--- config.mk ---
export PLATFORM = sky130hd
export DESIGN_NAME = sorted_timer_queue
export DESIGN_NICKNAME = d
export VERILOG_FILES = /design/src/hdl/stq_pkg.sv /design/src/hdl/stq_cell.sv /design/src/hdl/sorted_timer_queue.sv
export VERILOG_INCLUDE_DIRS = /design/src /design/src/hdl
export SDC_FILE = /design/constraint.sdc
export NUM_CORES = 2
export LEC_CHECK = 0
export BUFFER_PORTS_ARGS = -buffer_cell sky130_fd_sc_hd__buf_4
export CAP_MARGIN = 10
export CORE_MARGIN = 4
export CORE_UTILIZATION = 29
export CTS_CLUSTER_SIZE = 8
export DETAILED_ROUTE_END_ITERATION = 12
export GPL_ROUTABILITY_DRIVEN = 0
export PLACE_DENSITY = 0.47
export SLEW_MARGIN = 20
export SYNTH_ARGS = -nofsm -noshare
export SYNTH_HDL_FRONTEND = slang
export SYNTH_SLANG_ARGS = --single-unit
--- constraint.sdc ---
create_clock -name clock -period 7.8 [get_ports clock]
set_input_delay 1.56 -clock clock [delete_from_list [all_inputs] [get_ports clock]]
set_output_delay 1.56 -clock clock [all_outputs]
set_load 0.02 [all_outputs]
--- src/hdl/sorted_timer_queue_defines.svh ---
// assertion macros shared by the timer queue rtl
`ifndef SORTED_TIMER_QUEUE_DEFINES_SVH
`define SORTED_TIMER_QUEUE_DEFINES_SVH

`ifndef NO_ASSERTIONS

// same-cycle implication, sampled on clock, off during reset
`define STQ_ASSERT_IMP(name, ante, cons) \
   name: assert property (@(posedge clock) disable iff (reset) (ante) |-> (cons)) \
      else $error("sorted_timer_queue assertion failed");

// next-cycle implication, sampled on clock, off during reset
`define STQ_ASSERT_NXT(name, ante, cons) \
   name: assert property (@(posedge clock) disable iff (reset) (ante) |=> (cons)) \
      else $error("sorted_timer_queue assertion failed");

`else

`define STQ_ASSERT_IMP(name, ante, cons)
`define STQ_ASSERT_NXT(name, ante, cons)

`endif

`endif

--- src/hdl/stq_pkg.sv ---
package stq_pkg;

   // sizing
   localparam int QUEUE_DEPTH = 16;
   localparam int TIME_BITS   = 32;
   localparam int USER_BITS   = 16;

   // remove with this kind matches any kind
   localparam logic [2:0] KIND_ANY = 3'd0;

   // request codes
   typedef enum logic [1:0] {
      OP_INSERT  = 2'd0,
      OP_REMOVE  = 2'd1,
      OP_EXTRACT = 2'd2,
      OP_QUERY   = 2'd3
   } stq_op_type;

   // result status codes
   typedef enum logic [1:0] {
      ST_DONE    = 2'd0,
      ST_FULL    = 2'd1,
      ST_NOMATCH = 2'd2,
      ST_EMPTY   = 2'd3
   } stq_status_type;

   // sequencer states
   typedef enum logic [1:0] {
      S_IDLE  = 2'd0,
      S_EVAL  = 2'd1,
      S_APPLY = 2'd2
   } stq_state_type;

   // where a cell takes its next entry from
   typedef enum logic [1:0] {
      SRC_HOLD  = 2'd0,
      SRC_LEFT  = 2'd1,
      SRC_RIGHT = 2'd2,
      SRC_NEW   = 2'd3
   } stq_src_type;

   typedef struct packed {
      logic [TIME_BITS-1:0] time_val;
      logic [7:0]           handler;
      logic [USER_BITS-1:0] user;
      logic [2:0]           kind;
   } stq_data_type;

   typedef struct packed {
      logic         valid;
      stq_data_type data;
   } stq_entry_type;

   // search key broadcast to every cell
   typedef struct packed {
      logic [TIME_BITS-1:0] time_val;
      logic [USER_BITS-1:0] user;
      logic [2:0]           kind;
   } stq_key_type;

   // per-cell command from the sequencer
   typedef struct packed {
      logic        eval;
      logic        commit;
      stq_src_type src;
   } stq_cell_cmd_type;

   // registered compare results of one cell
   typedef struct packed {
      logic open;
      logic match;
   } stq_flags_type;

   // inclusive prefix or from index 0 upward, log-depth
   function automatic logic [QUEUE_DEPTH-1:0] prefix_or(input logic [QUEUE_DEPTH-1:0] v);
      logic [QUEUE_DEPTH-1:0] acc;
      acc = v;
      for (int s = 1; s < QUEUE_DEPTH; s = s * 2) begin
         acc = acc | (acc << s);
      end
      return acc;
   endfunction

endpackage

--- src/hdl/stq_cell.sv ---
module stq_cell (
   input  logic                      clock,
   input  logic                      reset,
   input  stq_pkg::stq_cell_cmd_type cmd,
   input  stq_pkg::stq_key_type      key,
   input  stq_pkg::stq_entry_type    left_entry,
   input  stq_pkg::stq_entry_type    right_entry,
   input  stq_pkg::stq_entry_type    new_entry,
   output stq_pkg::stq_entry_type    entry,
   output stq_pkg::stq_flags_type    flags
);

   logic                  valid_ff;
   logic                  valid_in;
   stq_pkg::stq_data_type data_ff;
   stq_pkg::stq_data_type data_in;
   stq_pkg::stq_flags_type flags_ff;
   stq_pkg::stq_flags_type flags_in;
   stq_pkg::stq_entry_type sel_entry;

   assign entry = '{valid: valid_ff, data: data_ff};
   assign flags = flags_ff;

   // compare against the broadcast key
   always_comb begin
      flags_in.open  = !valid_ff || (data_ff.time_val >= key.time_val);
      flags_in.match = valid_ff && (data_ff.user == key.user) &&
                       ((key.kind == stq_pkg::KIND_ANY) || (data_ff.kind == key.kind));
   end

   // pick the next entry: hold, shift from a neighbor or take the new one
   always_comb begin
      case (cmd.src)
         stq_pkg::SRC_LEFT:  sel_entry = left_entry;
         stq_pkg::SRC_RIGHT: sel_entry = right_entry;
         stq_pkg::SRC_NEW:   sel_entry = new_entry;
         default:            sel_entry = entry;
      endcase
      if (cmd.commit) begin
         valid_in = sel_entry.valid;
         data_in  = sel_entry.data;
      end else begin
         valid_in = valid_ff;
         data_in  = data_ff;
      end
   end

   always_ff @(posedge clock) begin
      if (reset) begin
         valid_ff <= 1'b0;
      end else begin
         valid_ff <= valid_in;
      end
   end

   // payload and flags need no reset
   always_ff @(posedge clock) begin
      data_ff <= data_in;
      if (cmd.eval) begin
         flags_ff <= flags_in;
      end
   end

endmodule

--- src/hdl/sorted_timer_queue.sv ---
// Sorted timer queue: a row of 16 cells holds timer entries in ascending order of
// expiry time, head in cell 0. Each request runs through an evaluate step and then an
// apply step: in the evaluate step every cell compares its entry against the request key
// (later-or-equal time for insert, user and kind match for remove), in the apply step
// all cells shift or load together and the result beat is registered. The next request
// is accepted in the apply step, in the same cycle as the previous one commits; an
// unread result holds the row in its apply step until rsp_ready. Insert lands before
// entries with an equal time; remove drops the first match in queue order, kind 0
// matching any kind.
`include "sorted_timer_queue_defines.svh"

module sorted_timer_queue (
   input  logic        clock,
   input  logic        reset,
   input  logic        req_valid,
   output logic        req_ready,
   input  logic [1:0]  req_type,
   input  logic [31:0] req_timestamp,
   input  logic [7:0]  req_handler_id,
   input  logic [15:0] req_user_id,
   input  logic [2:0]  req_op_kind,
   input  logic [31:0] req_now,
   output logic        rsp_valid,
   input  logic        rsp_ready,
   output logic [1:0]  rsp_status,
   output logic        rsp_at_head,
   output logic        rsp_left_empty,
   output logic [31:0] rsp_out_timestamp,
   output logic [7:0]  rsp_out_handler,
   output logic [15:0] rsp_out_user,
   output logic [2:0]  rsp_out_kind,
   output logic [31:0] rsp_remaining
);

   stq_pkg::stq_state_type state_ff, state_in;
   logic accept;
   logic commit;

   // request registers
   stq_pkg::stq_op_type           op_ff;
   stq_pkg::stq_key_type          key_ff;
   logic [7:0]                    handler_ff;
   logic [stq_pkg::TIME_BITS-1:0] now_ff;
   stq_pkg::stq_entry_type        new_entry;

   // cell row
   stq_pkg::stq_entry_type cell_entry [stq_pkg::QUEUE_DEPTH];
   stq_pkg::stq_flags_type cell_flags [stq_pkg::QUEUE_DEPTH];
   logic [stq_pkg::QUEUE_DEPTH-1:0] open_vec;
   logic [stq_pkg::QUEUE_DEPTH-1:0] match_vec;
   logic [stq_pkg::QUEUE_DEPTH-1:0] valid_vec;
   logic [stq_pkg::QUEUE_DEPTH-1:0] found_vec;
   logic full;
   stq_pkg::stq_entry_type head;
   logic [stq_pkg::TIME_BITS-1:0] diff;

   // result registers
   logic                    rsp_valid_ff, rsp_valid_in;
   stq_pkg::stq_status_type status_ff, status_in;
   logic                    at_head_ff, at_head_in;
   logic                    left_empty_ff, left_empty_in;
   logic [31:0]             out_time_ff, out_time_in;
   logic [7:0]              out_handler_ff, out_handler_in;
   logic [15:0]             out_user_ff, out_user_in;
   logic [2:0]              out_kind_ff, out_kind_in;
   logic [31:0]             remaining_ff, remaining_in;

   // handshake
   assign commit    = (state_ff == stq_pkg::S_APPLY) && (!rsp_valid_ff || rsp_ready);
   assign req_ready = (state_ff == stq_pkg::S_IDLE) || commit;
   assign accept    = req_valid && req_ready;

   // sequencer
   always_comb begin
      state_in = state_ff;
      case (state_ff)
         stq_pkg::S_IDLE: begin
            if (accept) state_in = stq_pkg::S_EVAL;
         end
         stq_pkg::S_EVAL: begin
            state_in = stq_pkg::S_APPLY;
         end
         stq_pkg::S_APPLY: begin
            if (commit) state_in = accept ? stq_pkg::S_EVAL : stq_pkg::S_IDLE;
         end
         default: begin
            state_in = stq_pkg::S_IDLE;
         end
      endcase
   end

   always_ff @(posedge clock) begin
      if (reset) begin
         state_ff <= stq_pkg::S_IDLE;
      end else begin
         state_ff <= state_in;
      end
   end

   // capture request beat
   always_ff @(posedge clock) begin
      if (accept) begin
         op_ff           <= stq_pkg::stq_op_type'(req_type);
         key_ff.time_val <= stq_pkg::TIME_BITS'(req_timestamp);
         key_ff.user     <= stq_pkg::USER_BITS'(req_user_id);
         key_ff.kind     <= req_op_kind;
         handler_ff      <= req_handler_id;
         now_ff          <= stq_pkg::TIME_BITS'(req_now);
      end
   end

   assign new_entry.valid         = 1'b1;
   assign new_entry.data.time_val = key_ff.time_val;
   assign new_entry.data.handler  = handler_ff;
   assign new_entry.data.user     = key_ff.user;
   assign new_entry.data.kind     = key_ff.kind;

   assign found_vec = stq_pkg::prefix_or(match_vec);
   assign full      = valid_vec[stq_pkg::QUEUE_DEPTH-1];
   assign head      = cell_entry[0];

   // cell row with per-cell source select
   for (genvar i = 0; i < stq_pkg::QUEUE_DEPTH; i++) begin : g_cell
      stq_pkg::stq_entry_type   left_entry;
      stq_pkg::stq_entry_type   right_entry;
      logic                     open_left;
      stq_pkg::stq_cell_cmd_type cmd;

      if (i == 0) begin : g_first
         assign left_entry = '0;
         assign open_left  = 1'b0;
      end else begin : g_inner
         assign left_entry = cell_entry[i-1];
         assign open_left  = open_vec[i-1];
      end

      if (i == stq_pkg::QUEUE_DEPTH - 1) begin : g_last
         assign right_entry = '0;
      end else begin : g_body
         assign right_entry = cell_entry[i+1];
      end

      always_comb begin
         cmd.eval   = (state_ff == stq_pkg::S_EVAL);
         cmd.commit = commit;
         cmd.src    = stq_pkg::SRC_HOLD;
         case (op_ff)
            stq_pkg::OP_INSERT: begin
               if (!full) begin
                  if (open_left)             cmd.src = stq_pkg::SRC_LEFT;
                  else if (open_vec[i])      cmd.src = stq_pkg::SRC_NEW;
               end
            end
            stq_pkg::OP_REMOVE: begin
               if (found_vec[i]) cmd.src = stq_pkg::SRC_RIGHT;
            end
            stq_pkg::OP_EXTRACT: begin
               if (head.valid) cmd.src = stq_pkg::SRC_RIGHT;
            end
            default: begin
               cmd.src = stq_pkg::SRC_HOLD;
            end
         endcase
      end

      stq_cell u_cell (
         .clock       (clock),
         .reset       (reset),
         .cmd         (cmd),
         .key         (key_ff),
         .left_entry  (left_entry),
         .right_entry (right_entry),
         .new_entry   (new_entry),
         .entry       (cell_entry[i]),
         .flags       (cell_flags[i])
      );

      assign open_vec[i]  = cell_flags[i].open;
      assign match_vec[i] = cell_flags[i].match;
      assign valid_vec[i] = cell_entry[i].valid;
   end

   assign diff = head.data.time_val - now_ff;

   // result beat
   always_comb begin
      rsp_valid_in   = rsp_valid_ff;
      status_in      = status_ff;
      at_head_in     = at_head_ff;
      left_empty_in  = left_empty_ff;
      out_time_in    = out_time_ff;
      out_handler_in = out_handler_ff;
      out_user_in    = out_user_ff;
      out_kind_in    = out_kind_ff;
      remaining_in   = remaining_ff;
      if (rsp_ready) rsp_valid_in = 1'b0;
      if (commit) begin
         rsp_valid_in   = 1'b1;
         status_in      = stq_pkg::ST_DONE;
         at_head_in     = 1'b0;
         left_empty_in  = 1'b0;
         out_time_in    = '0;
         out_handler_in = '0;
         out_user_in    = '0;
         out_kind_in    = '0;
         remaining_in   = '0;
         case (op_ff)
            stq_pkg::OP_INSERT: begin
               if (full) status_in = stq_pkg::ST_FULL;
               else      at_head_in = open_vec[0];
            end
            stq_pkg::OP_REMOVE: begin
               if (!found_vec[stq_pkg::QUEUE_DEPTH-1]) status_in = stq_pkg::ST_NOMATCH;
            end
            stq_pkg::OP_EXTRACT: begin
               if (!head.valid) begin
                  status_in     = stq_pkg::ST_EMPTY;
                  left_empty_in = 1'b1;
               end else begin
                  left_empty_in  = !valid_vec[1];
                  out_time_in    = 32'(head.data.time_val);
                  out_handler_in = head.data.handler;
                  out_user_in    = 16'(head.data.user);
                  out_kind_in    = head.data.kind;
               end
            end
            default: begin
               if (!head.valid) begin
                  status_in = stq_pkg::ST_EMPTY;
               end else if (head.data.time_val > now_ff) begin
                  if (64'(diff) > 64'h0000_0000_FFFF_FFFF) remaining_in = '1;
                  else                                      remaining_in = 32'(diff);
               end
            end
         endcase
      end
   end

   always_ff @(posedge clock) begin
      if (reset) begin
         rsp_valid_ff <= 1'b0;
      end else begin
         rsp_valid_ff <= rsp_valid_in;
      end
   end

   always_ff @(posedge clock) begin
      status_ff      <= status_in;
      at_head_ff     <= at_head_in;
      left_empty_ff  <= left_empty_in;
      out_time_ff    <= out_time_in;
      out_handler_ff <= out_handler_in;
      out_user_ff    <= out_user_in;
      out_kind_ff    <= out_kind_in;
      remaining_ff   <= remaining_in;
   end

   assign rsp_valid         = rsp_valid_ff;
   assign rsp_status        = status_ff;
   assign rsp_at_head       = at_head_ff;
   assign rsp_left_empty    = left_empty_ff;
   assign rsp_out_timestamp = out_time_ff;
   assign rsp_out_handler   = out_handler_ff;
   assign rsp_out_user      = out_user_ff;
   assign rsp_out_kind      = out_kind_ff;
   assign rsp_remaining     = remaining_ff;

   // occupied cells always form a prefix of the row
   `STQ_ASSERT_IMP(a_valid_prefix, 1'b1, $onehot({1'b0, valid_vec} + {{stq_pkg::QUEUE_DEPTH{1'b0}}, 1'b1}))
   // a new result beat only comes out of the apply step
   `STQ_ASSERT_IMP(a_rsp_from_apply, $rose(rsp_valid_ff), $past(state_ff) == stq_pkg::S_APPLY)
   // insert into a queue with room adds exactly one entry
   `STQ_ASSERT_NXT(a_insert_grows, commit && (op_ff == stq_pkg::OP_INSERT) && !full, $countones(valid_vec) == $past($countones(valid_vec)) + 1)
   // extract from a non-empty queue leaves room at the tail
   `STQ_ASSERT_NXT(a_extract_frees, commit && (op_ff == stq_pkg::OP_EXTRACT) && head.valid, !valid_vec[stq_pkg::QUEUE_DEPTH-1])

endmodule
==> run summary <==
IR drop worst, VDD - 0.000140 V
P_sw - 4.56 mW
Hold Crit Depth - 2
ys flop type - edfxtp_1
Async S/R FF share, synth - 0%
Num CTS Buffers - 168
GRT Util Overall - 21.3%
routed length on met2 - 120,000 um
internal power - 11.8 mW
post-route ant nets - 0
port bufs - 193
Worst R2R Setup Slack - 2.92 ns
area of placed instances - 76,300 sq um
DR vias/cell - 5.72
DIE WIDTH - 504 um
CTS tree - done
routed vias - 57,500
DP HPWL - 198,000 um
DRC - 0
switching share of total power - 27.9%
setup TNS - 0 ns
number of enable flip-flop cells after synthesis - 1,164
relative slew slack - 25.6%
Post-Synth Adder-Cell Area - 9.64%
sequential share of power - 44.7%
synth unique cells - 86
CP required - 8.25 ns
PD cells - 202 nW/um^2
# resized after CTS - 0
Max-Cap Viols - 0
RSZ-0062 raised after global routing - false
simple-gate share of the synthesized area - 11.3%
Crit Path Class - reg2reg
wire length per cell - 27.9 um
Worst Skew - 0.0546 ns
H-Tree Depth - 4
CTS clock-pin slew for the worst setup and hold paths - 0.06 ns
Area contributors post-synth - edfxtp_1, ha_1, a22oi_1, nand2_1, o21ai_0
reg2reg path depth - 8
Clock Tree Buf Depth - 3
I/O Pins - 194
Hold Path End - g_cell[10].u_cell.valid_ff
Hold Vio Cnt, Final - 0
leakage - 31.1 nW
layout cells sized above 1 - 9.56%
sequential element share of the synthesized area - 49.5%
post-synth top area share - 49.0%
die area - 254,000 sq um
area grow syn2layout - 13.6%
XOR/XNOR Fraction of Synth Area - 3.59%
total chip power - 16.4 mW
filler instances - 24,500
worst-path maximum fanout - 60
synthesized area - 71,300 sq um
mux cell area share after synthesis - 1.32%
clock sinks - 1,183
final hold slack - 0.502 ns
status - finished, final reports clean
top sig layer - met5
Hold Crit Class - reg2reg
final net count - 7,424
row cnt - 181
CTS Hold Buffers Added - 0
Die Height - 504 um
Tmin final - 4.88 ns
warning count from the yosys run - 0
Slew @ Worst Pin - 1.12 ns
Clock Latency Late Sink - 0.84 ns
Setup-failing EPs final - 0
syn avg cell area - 10.4 sq um
Clock Power Share - 42.6%
Fmax - 205 MHz
CP Data Arrival Time - 5.33 ns
CTS root buf - clkbuf_16
Post-Syn Instances - 6,830
1st-iter DRT viols - 6,226
grt total ovfl - 0
largest net degree at the start of global routing - 97
postcts setup bufs - 0
Starting Density - 29.2%
initial antenna violation count - 9
CP endpoint kind - flop
Setup crit start kind - flop
first-pass GRT wire length - 409,000 um
Slew Limit Fails - 0
FF+latch count, synth - 1,183
largest area contributor in the netlist - edfxtp_1
vias in the first global route - 56,500
Mapped Nets - 7,476
drt total wl - 281,000 um
Synth Area in Compound Gates - 20.5%
met3 wire length - 21,200 um
DR pass1 iterations - 5
DRT met1 WL - 129,000 um
Worst Min Path Start - g_cell[10].u_cell.valid_ff
Tcrit/Tclk final - 62.6%
r2r endpoint - g_cell[12].u_cell.entry[45]
Finished Cell Area - 81,100 sq um
Logic pwr share - 12.6%
Crit Reg-Reg Startpoint - op_ff[0]
core area - 244,000 sq um
largest family of logic cells by synthesized area - compound AO/OA/AOI/OAI gates
## sequential cells by signal, indices dropped and copies added (netlist names)
register / cells
rsp_out_timestamp: 32
rsp_left_empty: 1
op_ff: 2
rsp_out_user: 16
g_cell.u_cell.entry: 944
rsp_valid: 1
rsp_out_handler: 8
handler_ff: 8
g_cell.u_cell.flags: 32
g_cell.u_cell.valid_ff: 16
rsp_at_head: 1
state_ff: 2
key_ff: 51
rsp_out_kind: 3
rsp_remaining: 32
rsp_status: 2
now_ff: 32
## Yosys cell counts (all sizes together) (94+ instances only)
| cell | n |
|---|---|
| edfxtp | 1164 |
| nand2 | 907 |
| o21ai | 681 |
| ha | 548 |
| a22oi | 472 |
| clkbuf | 467 |
| a21oi | 343 |
| nor2 | 310 |
| and3 | 181 |
| a21o | 164 |
| inv | 151 |
| xor2 | 150 |
| xnor2 | 142 |
| buf | 120 |
| a32oi | 118 |
| a221o | 114 |
| nand4 | 104 |
| mux2i | 94 |
## layer usage
| metal | vias up | GRT usage (%) |
|---|---|---|
| met4 | 4 | 7.78 |
| met1 | 28800 | 31.0 |
| met3 | 428 | 3.65 |
| met5 | - | 0 |
| met2 | 2451 | 31.5 |
| li1 | 25800 | - |
## worst max-delay path: stages (launching register included)
cell,delay (ns)
edfxtp_1,0.44
inv_1,0.16
ha_4,0.68
nand2_1,0.59
o311a_2,0.32
buf_4,0.35
or2_2,0.42
a21oi_4,0.84
buf_4,0.59
## per-stage QoR
stage               cells  util, %  setup WS (ns)
finish              10000     33.2           2.92
global route        10000     33.2           2.73
CTS                 10000     33.2           2.79
detailed placement   9809     31.3           2.84
global placement     9808     31.2           2.35
floorplan            6830        -          0.789
## power groups by stage
stage | clock (mW) | combinational, mW | sequential, mW
floorplan | 0 | 1.34 | 7.37
global placement | 0 | 2.00 | 7.44
detailed placement | 0 | 2.04 | 7.44
CTS | 7.14 | 2.04 | 7.32
global route | 7.38 | 2.26 | 7.33
finish | 6.98 | 2.07 | 7.32
## logic make-up after synthesis
group / Yosys count
compound gates: 2194
simple gates: 1780
flops: 1183
buf+inv: 738
fa+ha+maj: 549
xor+xnor: 292
mux: 94
## layout by cell type, fill, tap and decap left out, drive strengths merged, types with 156 or more instances in the layout
| cell type | count |
|---|---|
| clkbuf | 216 |
| edfxtp | 1164 |
| a22oi | 472 |
| and3 | 181 |
| ha | 548 |
| buf | 365 |
| a21oi | 343 |
| o21ai | 681 |
| inv | 156 |
| nand2 | 907 |
| a21o | 164 |
| nor2 | 310 |
## cell type report
type / count / area, sq um / share of cell area (%)
multi-input combinational: 4909 / 33600 / 41.5
clock inverter: 20 / 335 / 0.414
inverter: 151 / 569 / 0.702
clock buffer: 216 / 4410 / 5.44
antenna: 3 / 7.51 / 0.00926
sequential: 1183 / 35300 / 43.6
tap: 3202 / 4010 / 4.94
timing repair buffer: 365 / 2790 / 3.45
## how the worst max path moves through the flow
stage | from | end
2_1_floorplan | rsp_ready | g_cell[9].u_cell.valid_ff
5_1_grt | op_ff[0] | g_cell[12].u_cell.entry[45]
3_3_place_gp | op_ff[0] | g_cell[4].u_cell.entry[33]
6_report | op_ff[0] | g_cell[12].u_cell.entry[45]
3_5_place_dp | op_ff[0] | g_cell[4].u_cell.entry[27]
4_1_cts | op_ff[0] | g_cell[4].u_cell.entry[30]
Power figures use the tool's default switching activity.
